File: src/sv/assert_macros.svh
// assertion helpers, compiled out when SYNTH is defined
`ifndef ASSERT_MACROS_SVH
`define ASSERT_MACROS_SVH

`ifndef SYNTH

// property checked on every rising clk edge outside reset
`define PTT_ASSERT(label, prop) \
    label: assert property (@(posedge clk) disable iff (!rst_n) (prop)) \
        else $error("ptt assertion failed");

// condition that must never be true
`define PTT_NEVER(label, expr) \
    `PTT_ASSERT(label, !(expr))

`else

`define PTT_ASSERT(label, prop)
`define PTT_NEVER(label, expr)

`endif

`endif

File: src/sv/ptt_pkg.sv
package ptt_pkg;

    localparam int CHAN_W   = 8;
    localparam int TIME_W   = 63;
    localparam int PERIOD_W = 15;
    localparam int KIND_W   = 3;

    localparam logic [KIND_W-1:0] KIND_TIME      = 3'd0;
    localparam logic [KIND_W-1:0] KIND_ERROR     = 3'd1;
    localparam logic [KIND_W-1:0] KIND_OVF_BEGIN = 3'd2;
    localparam logic [KIND_W-1:0] KIND_OVF_END   = 3'd3;
    localparam logic [KIND_W-1:0] KIND_MISSED    = 3'd4;

    localparam logic REG_LASER_CH = 1'b0;
    localparam logic REG_PERIOD   = 1'b1;

    localparam logic signed [CHAN_W-1:0] LASER_CH_RESET = 8'sd1;
    localparam logic [PERIOD_W-1:0]      PERIOD_RESET   = 15'd12500;

    localparam int FIFO_DEPTH = 4;
    localparam int FIFO_PTR_W = 2;

    localparam int DIV_STEPS = TIME_W;
    localparam int DIV_CNT_W = 6;

    typedef struct packed {
        logic signed [CHAN_W-1:0] channel;
        logic [TIME_W-1:0]        time_ps;
        logic [TIME_W-1:0]        diff;
        logic                     err;
    } job_t;

endpackage

File: src/sv/photon_micro_time_tagger_top.sv
// channel   direction  handshake               payload
// tag in    input      in_valid / in_ready     tag_kind, tag_channel, tag_time_ps
// record    output     out_valid / out_ready   photon_channel, macro_time_ps,
//                                              micro_time_ps, error_seen
// config    input      apb psel/penable/pwrite paddr, pwdata, prdata, pready
//
// laser, error and ignored tags are handled at the input and not queued; a photon is queued (4 deep)
// the remainder unit loads one queued photon and then works its remainder out one
// dividend bit at a time, msb first, and takes the next photon once the record is
// loaded; in_ready drops only while the photon queue is full; a stalled record waits in
// the output register while the next remainder runs
// rst_n clears the laser time, error flag, queue and config to reset values
module photon_micro_time_tagger_top
    import ptt_pkg::*;
(
    input  logic                       clk,
    input  logic                       rst_n,
    input  logic                       in_valid,
    output logic                       in_ready,
    input  logic [KIND_W-1:0]          tag_kind,
    input  logic signed [CHAN_W-1:0]   tag_channel,
    input  logic [TIME_W-1:0]          tag_time_ps,
    output logic                       out_valid,
    input  logic                       out_ready,
    output logic signed [CHAN_W-1:0]   photon_channel,
    output logic [TIME_W-1:0]          macro_time_ps,
    output logic [PERIOD_W-1:0]        micro_time_ps,
    output logic                       error_seen,
    input  logic                       psel,
    input  logic                       penable,
    input  logic                       pwrite,
    input  logic [2:0]                 paddr,
    input  logic [31:0]                pwdata,
    output logic [31:0]                prdata,
    output logic                       pready
);

    logic signed [CHAN_W-1:0] laser_ch_reg;
    logic [PERIOD_W-1:0]      period_reg;
    logic                     cfg_wr;
    logic                     push_valid;
    logic                     fifo_full;
    logic                     fifo_not_empty;
    logic                     job_pop;
    job_t                     push_job;
    job_t                     pop_job;

    assign pready = 1'b1;
    assign cfg_wr = psel && penable && pwrite && pready;

    always_ff @(posedge clk or negedge rst_n)
    begin
        if (!rst_n)
        begin
            laser_ch_reg <= LASER_CH_RESET;
            period_reg   <= PERIOD_RESET;
        end
        else if (cfg_wr)
        begin
            if (paddr[2] == REG_LASER_CH)
            begin
                laser_ch_reg <= pwdata[CHAN_W-1:0];
            end
            else
            begin
                period_reg <= pwdata[PERIOD_W-1:0];
            end
        end
    end

    assign prdata = (paddr[2] == REG_PERIOD) ? {17'b0, period_reg} : {24'b0, laser_ch_reg};

    ptt_front u_front (
        .clk         (clk),
        .rst_n       (rst_n),
        .in_valid    (in_valid),
        .in_ready    (in_ready),
        .tag_kind    (tag_kind),
        .tag_channel (tag_channel),
        .tag_time_ps (tag_time_ps),
        .laser_ch    (laser_ch_reg),
        .push_valid  (push_valid),
        .push_ready  (!fifo_full),
        .push_job    (push_job)
    );

    ptt_fifo u_fifo (
        .clk       (clk),
        .rst_n     (rst_n),
        .push      (push_valid),
        .push_job  (push_job),
        .full      (fifo_full),
        .pop       (job_pop),
        .not_empty (fifo_not_empty),
        .pop_job   (pop_job)
    );

    ptt_back u_back (
        .clk            (clk),
        .rst_n          (rst_n),
        .period         (period_reg),
        .job_valid      (fifo_not_empty),
        .job            (pop_job),
        .job_pop        (job_pop),
        .out_valid      (out_valid),
        .out_ready      (out_ready),
        .photon_channel (photon_channel),
        .macro_time_ps  (macro_time_ps),
        .micro_time_ps  (micro_time_ps),
        .error_seen     (error_seen)
    );

endmodule

File: src/sv/ptt_front.sv
module ptt_front
    import ptt_pkg::*;
(
    input  logic                       clk,
    input  logic                       rst_n,
    input  logic                       in_valid,
    output logic                       in_ready,
    input  logic [KIND_W-1:0]          tag_kind,
    input  logic signed [CHAN_W-1:0]   tag_channel,
    input  logic [TIME_W-1:0]          tag_time_ps,
    input  logic signed [CHAN_W-1:0]   laser_ch,
    output logic                       push_valid,
    input  logic                       push_ready,
    output job_t                       push_job
);

    logic [TIME_W-1:0] last_laser_reg;
    logic [TIME_W-1:0] last_laser_next;
    logic              err_reg;
    logic              err_next;
    logic              accept;
    logic              is_err_kind;
    logic              is_laser;
    logic              is_photon;

    assign in_ready = push_ready;
    assign accept   = in_valid && in_ready;

    assign is_err_kind = (tag_kind == KIND_ERROR) || (tag_kind == KIND_OVF_BEGIN) ||
                         (tag_kind == KIND_OVF_END) || (tag_kind == KIND_MISSED);
    assign is_laser    = (tag_kind == KIND_TIME) && (tag_channel == laser_ch);
    // no record until a nonzero laser time is stored
    assign is_photon   = (tag_kind == KIND_TIME) && (tag_channel != laser_ch) &&
                         (last_laser_reg != '0);

    always_comb
    begin
        last_laser_next = last_laser_reg;
        err_next        = err_reg;
        if (accept && is_err_kind)
        begin
            err_next = 1'b1;
        end
        if (accept && is_laser)
        begin
            last_laser_next = tag_time_ps;
        end
    end

    always_ff @(posedge clk or negedge rst_n)
    begin
        if (!rst_n)
        begin
            last_laser_reg <= '0;
            err_reg        <= 1'b0;
        end
        else
        begin
            last_laser_reg <= last_laser_next;
            err_reg        <= err_next;
        end
    end

    assign push_valid = in_valid && is_photon;

    always_comb
    begin
        push_job.channel = tag_channel;
        push_job.time_ps = tag_time_ps;
        // photon ahead of the laser clamps to zero
        push_job.diff    = (tag_time_ps >= last_laser_reg) ?
                           (tag_time_ps - last_laser_reg) : '0;
        push_job.err     = err_reg;
    end

endmodule

File: src/sv/ptt_fifo.sv
`include "assert_macros.svh"

module ptt_fifo
    import ptt_pkg::*;
(
    input  logic clk,
    input  logic rst_n,
    input  logic push,
    input  job_t push_job,
    output logic full,
    input  logic pop,
    output logic not_empty,
    output job_t pop_job
);

    localparam logic [FIFO_PTR_W:0] DEPTH_C = (FIFO_PTR_W + 1)'(FIFO_DEPTH);

    job_t                  mem [FIFO_DEPTH];
    logic [FIFO_PTR_W-1:0] wr_ptr_reg;
    logic [FIFO_PTR_W-1:0] rd_ptr_reg;
    logic [FIFO_PTR_W:0]   count_reg;
    logic [FIFO_PTR_W:0]   count_next;
    logic                  do_push;
    logic                  do_pop;

    assign full      = (count_reg == DEPTH_C);
    assign not_empty = (count_reg != '0);
    assign do_push   = push && !full;
    assign do_pop    = pop && not_empty;
    assign pop_job   = mem[rd_ptr_reg];

    always_comb
    begin
        count_next = count_reg;
        if (do_push && !do_pop)
        begin
            count_next = count_reg + 1'b1;
        end
        else if (do_pop && !do_push)
        begin
            count_next = count_reg - 1'b1;
        end
    end

    always_ff @(posedge clk or negedge rst_n)
    begin
        if (!rst_n)
        begin
            wr_ptr_reg <= '0;
            rd_ptr_reg <= '0;
            count_reg  <= '0;
        end
        else
        begin
            if (do_push)
            begin
                wr_ptr_reg <= wr_ptr_reg + 1'b1;
            end
            if (do_pop)
            begin
                rd_ptr_reg <= rd_ptr_reg + 1'b1;
            end
            count_reg <= count_next;
        end
    end

    always_ff @(posedge clk)
    begin
        if (do_push)
        begin
            mem[wr_ptr_reg] <= push_job;
        end
    end

    `PTT_NEVER(a_fifo_overfill, count_reg > DEPTH_C)
    `PTT_ASSERT(a_fifo_ptr_gap, (wr_ptr_reg - rd_ptr_reg) == count_reg[FIFO_PTR_W-1:0])

endmodule

File: src/sv/ptt_back.sv
`include "assert_macros.svh"

module ptt_back
    import ptt_pkg::*;
(
    input  logic                       clk,
    input  logic                       rst_n,
    input  logic [PERIOD_W-1:0]        period,
    input  logic                       job_valid,
    input  job_t                       job,
    output logic                       job_pop,
    output logic                       out_valid,
    input  logic                       out_ready,
    output logic signed [CHAN_W-1:0]   photon_channel,
    output logic [TIME_W-1:0]          macro_time_ps,
    output logic [PERIOD_W-1:0]        micro_time_ps,
    output logic                       error_seen
);

    localparam logic [1:0] ST_IDLE = 2'd0;
    localparam logic [1:0] ST_DIV  = 2'd1;
    localparam logic [1:0] ST_DONE = 2'd2;

    localparam logic [DIV_CNT_W-1:0] CNT_LAST = DIV_CNT_W'(DIV_STEPS - 1);

    logic [1:0]                state_reg;
    logic [1:0]                state_next;
    logic [DIV_CNT_W-1:0]      cnt_reg;
    logic [DIV_CNT_W-1:0]      cnt_next;
    logic [PERIOD_W-1:0]       rem_reg;
    logic [TIME_W-1:0]         dividend_reg;
    logic signed [CHAN_W-1:0]  chan_reg;
    logic [TIME_W-1:0]         time_reg;
    logic                      err_reg;
    logic                      out_valid_reg;
    logic                      out_valid_next;
    logic                      load_out;
    logic [PERIOD_W:0]         shifted;
    logic [PERIOD_W:0]         period_ext;
    logic [PERIOD_W-1:0]       rem_step;

    // one restoring remainder step per cycle, msb first
    assign shifted    = {rem_reg, dividend_reg[TIME_W-1]};
    assign period_ext = {1'b0, period};
    assign rem_step   = (shifted >= period_ext) ? PERIOD_W'(shifted - period_ext)
                                                : shifted[PERIOD_W-1:0];

    assign job_pop  = (state_reg == ST_IDLE) && job_valid;
    assign load_out = (state_reg == ST_DONE) && (!out_valid_reg || out_ready);

    always_comb
    begin
        state_next = state_reg;
        cnt_next   = cnt_reg;
        case (state_reg)
            ST_IDLE:
            begin
                if (job_valid)
                begin
                    state_next = ST_DIV;
                    cnt_next   = CNT_LAST;
                end
            end
            ST_DIV:
            begin
                if (cnt_reg == '0)
                begin
                    state_next = ST_DONE;
                end
                else
                begin
                    cnt_next = cnt_reg - 1'b1;
                end
            end
            ST_DONE:
            begin
                if (load_out)
                begin
                    state_next = ST_IDLE;
                end
            end
            default:
            begin
                state_next = ST_IDLE;
            end
        endcase
    end

    always_comb
    begin
        out_valid_next = out_valid_reg;
        if (load_out)
        begin
            out_valid_next = 1'b1;
        end
        else if (out_ready)
        begin
            out_valid_next = 1'b0;
        end
    end

    always_ff @(posedge clk or negedge rst_n)
    begin
        if (!rst_n)
        begin
            state_reg     <= ST_IDLE;
            cnt_reg       <= '0;
            out_valid_reg <= 1'b0;
        end
        else
        begin
            state_reg     <= state_next;
            cnt_reg       <= cnt_next;
            out_valid_reg <= out_valid_next;
        end
    end

    always_ff @(posedge clk)
    begin
        if (job_pop)
        begin
            rem_reg      <= '0;
            dividend_reg <= job.diff;
            chan_reg     <= job.channel;
            time_reg     <= job.time_ps;
            err_reg      <= job.err;
        end
        else if (state_reg == ST_DIV)
        begin
            rem_reg      <= rem_step;
            dividend_reg <= {dividend_reg[TIME_W-2:0], 1'b0};
        end
        if (load_out)
        begin
            photon_channel <= chan_reg;
            macro_time_ps  <= time_reg;
            micro_time_ps  <= (period == '0) ? '0 : rem_reg;
            error_seen     <= err_reg;
        end
    end

    assign out_valid = out_valid_reg;

    `PTT_ASSERT(a_back_start, (state_reg == ST_IDLE && job_valid) |=> (state_reg == ST_DIV))
    `PTT_ASSERT(a_back_finish, (state_reg == ST_DIV && cnt_reg == '0) |=> (state_reg == ST_DONE))

endmodule
File: config.mk
export PLATFORM = sky130hd
export DESIGN_NAME = photon_micro_time_tagger_top
export DESIGN_NICKNAME = d
export VERILOG_FILES = /design/src/sv/ptt_pkg.sv /design/src/sv/photon_micro_time_tagger_top.sv /design/src/sv/ptt_front.sv /design/src/sv/ptt_fifo.sv /design/src/sv/ptt_back.sv
export VERILOG_INCLUDE_DIRS = /design/src /design/src/sv
export SDC_FILE = /design/constraint.sdc
export NUM_CORES = 1
export LEC_CHECK = 0
export BUFFER_PORTS_ARGS = -buffer_cell sky130_fd_sc_hd__buf_4
export CORE_MARGIN = 3
export CORE_UTILIZATION = 40
export DETAILED_ROUTE_END_ITERATION = 12
export RECOVER_POWER = 50
export SETUP_SLACK_MARGIN = 0.15
export SLEW_MARGIN = 20
export SYNTH_ARGS = -nofsm -noshare
export SYNTH_HDL_FRONTEND = slang
export SYNTH_SLANG_ARGS = --single-unit
export TNS_END_PERCENT = 50
File: constraint.sdc
create_clock -name clk -period 12.1 [get_ports clk]
set_input_delay 1.815 -clock clk [delete_from_list [all_inputs] [get_ports clk]]
set_output_delay 1.815 -clock clk [all_outputs]
set_load 0.1 [all_outputs]
==> out/qor.yml <==
placed_design:
  dp_hpwl_um: 56300
  post-place-ws_ns: 5.91
  place_congestion: 0.875
  post_dp_cell_area_um2: 40000
  portBuffers: 200
timing:
  setup_viol: 0
  fin_ws_ns: 4.48
  fin_tns_setup_ns: 0
  max_slew.worst_pin.slew_ns: 4.64
  finalMaxSlewViolations: 515
  skew_ns: 0.0268
  rsz0062_at_grt: "no"
  timing.final.crit_share_pct: 63.0
  finalHoldViolCount: 0
  max_freq_ghz: 0.131
  max_slew_margin_pct: -211
  period_minus_slack_ns: 7.62
die:
  dieWidth_um: 311
  die_h_um: 311
  start_util_pct: 40.4
  dieArea_um2: 96700
  std_cell_rows: 111
  core_area_um2: 91900
  ioPinCount: 238
finish:
  largest_register: "u_fifo.mem"
  area.growth.synth_to_final_pct: 13.2
  drive_gt1_share_pct: 17.1
  nets: 2725
  largest_reg_flops: 540
  layout_commonest_cell: "edfxtp_1"
  final_area_um2: 42100
  layout_common_cells: "edfxtp_1, clkbuf_1, nand2_1"
worst_setup_path:
  endpoint_kind: "register"
  critPathTopFamily: "buffers and inverters"
  cp.arrival_ns: 8.00
  critical_path.max_stage_delay_ns: 3.49
  worstSetupStartpointType: "register"
  required_ns: 12.48
  crit_type: "register to register"
  critical-path-slowest-cell: "clkinvlp_2"
  cp_cell_sequence: "nor3_1, or3_1, clkinvlp_2, clkbuf_1, mux2_2"
  crit_fanout: 85
  path_buf_inv: 2
yosys:
  syn_area_um2: 37200
  synth_edf_count: 762
  synth_warnings: 0
  ys_seq_area_share_pct: 69.3
  synthCells: 2310
  synth.avg_cell_area_um2: 16.1
  synth_cell_type_count: 83
  synth_ff_type: "edfxtp_1"
  ys_async_sr_fraction_pct: 11.7
  synth-seq-cells: 880
detailed_routing:
  vias: 20400
  ant_nets: 0
  routed_via_density: 5.32
  drt_wl_total_um: 86700
  drtIter0Drc: 1704
  first_pass_iters: 5
  drc: 0
  wl_per_cell_um: 22.6
clocking:
  cts_resized: 0
  numCtsBuffers: 88
  cts_htree_levels: 3
  insertion_delay_ns: 0.65
  cts-root-buf: "clkbuf_16"
  clk_pin_slew_ns: 0.06
  cts_sinks: 880
  postCtsSetupRepairBufs: 0
  clockBufferDepth: 3
  hold_buffers: 0
  tritoncts: "done"
global_routing:
  grt.total_usage_pct: 17.8
  grt_pass1_vias: 20900
  grt_max_degree: 91
  grt_pass1_wl_um: 132000
  antenna_found_initial: 6
  gr-total-overflow: 0
pwr:
  vdd_drop_max_uv: 122
  leakagePower_nw: 14.5
  power_density_nw_per_um2: 195
status:
  status: "finished with violations"
  failed_checks: "max-capacitance violations, max-slew violations"
flow_run:
  drv_cap: 10
hold_path:
  hp-class: "register to register"
## worst paths after layout
kind	startpoint	endpoint	slack, ns	depth (start not counted)
min reg2reg	u_back.chan_reg[3]	u_back.photon_channel[3]	0.41	0
min in group asynchronous	rst_n	u_front.last_laser_reg[57]	1.80	1
max	u_fifo.count_reg[0]	u_back.dividend_reg[16]	4.48	5
max reg2reg	u_fifo.count_reg[0]	u_back.dividend_reg[16]	4.48	5
min	u_back.chan_reg[3]	u_back.photon_channel[3]	0.41	0
max in group asynchronous	rst_n	u_fifo.rd_ptr_reg[1]	4.97	2
## final cells by class
class | count | area [um2]
Fill cell | 8175 | 49800
Sequential cell | 880 | 25800
Multi-Input combinational cell | 1216 | 10500
Clock buffer | 110 | 2330
Tap cell | 1243 | 1560
Timing Repair Buffer | 222 | 1040
Clock inverter | 55 | 445
Inverter | 113 | 425
Antenna cell | 1 | 2.50
## through the flow
stage / power [mW] / util [%] / cells / hold slack (ns)
floorplan: 5.21 / - / 2326 / 0.400
global placement: 5.64 / 43.5 / 3674 / 0.403
detailed placement: 5.67 / 43.5 / 3674 / 0.405
CTS: 8.31 / 46.5 / 3839 / 0.414
global route: 8.61 / 45.8 / 3839 / 0.418
finish: 8.21 / 45.8 / 3840 / 0.412
## cells by family (layout without fill, tap and decap cells)
kind of cell,after synthesis,after routing,share of synthesized area [%]
and+or+nand+nor,434,434,5.50
AOI/OAI and AO/OA,350,350,6.19
xor gates and xnor gates,81,81,1.91
DFF,880,880,69.3
other,2,19,0.0202
muxes,245,245,11.5
buffers and inverters,230,500,2.60
adders and majority gates,88,88,3.02
## where the power goes
| group | leakage (nW) | internal [mW] | switching [mW] |
|---|---|---|---|
| combinational | 5.15 | 0.833 | 0.883 |
| sequential | 8.04 | 3.67 | 0.213 |
| clock | 1.34 | 1.48 | 1.13 |
## synthesized netlist by cell type, types with 6 or more instances
cell type | instances | share of area (%)
dfxtp_1 | 15 | 0.81
nor2b_1 | 12 | 0.20
ha_1 | 85 | 2.9
o21ai_0 | 98 | 1.3
clkbuf_1 | 61 | 0.62
nand3_1 | 18 | 0.24
o21ai_1 | 14 | 0.19
mux2i_1 | 15 | 0.40
buf_4 | 18 | 0.36
a211o_1 | 6 | 0.14
dfrtp_1 | 96 | 6.5
a32oi_1 | 6 | 0.14
nand2b_1 | 9 | 0.15
dfstp_2 | 7 | 0.49
buf_1 | 14 | 0.14
edfxtp_1 | 762 | 62
nor4_1 | 25 | 0.42
a211oi_1 | 7 | 0.14
mux4_2 | 135 | 8.2
nor2_1 | 104 | 1.0
o21a_1 | 16 | 0.32
xor2_1 | 44 | 1.0
a21oi_1 | 85 | 1.1
xnor2_1 | 37 | 0.87
o21bai_1 | 9 | 0.18
buf_2 | 23 | 0.31
nor3_1 | 31 | 0.42
nand4_1 | 33 | 0.56
or3_1 | 6 | 0.10
inv_1 | 113 | 1.1
mux2_2 | 95 | 2.9
nand2_1 | 149 | 1.5
a21o_1 | 37 | 0.75
a31oi_1 | 10 | 0.17
and2_1 | 31 | 0.52
## routing by layer
| metal | share of wire (%) | vias to the layer above | GRT usage (%) |
|---|---|---|---|
| met5 | 0.042 | - | 0 |
| met4 | 2.1 | 6 | 4.44 |
| met3 | 5.0 | 121 | 2.98 |
| met2 | 48 | 538 | 28.9 |
| met1 | 45 | 10500 | 25.2 |
| li1 | - | 9306 | - |
Power figures use the tool's default switching activity.
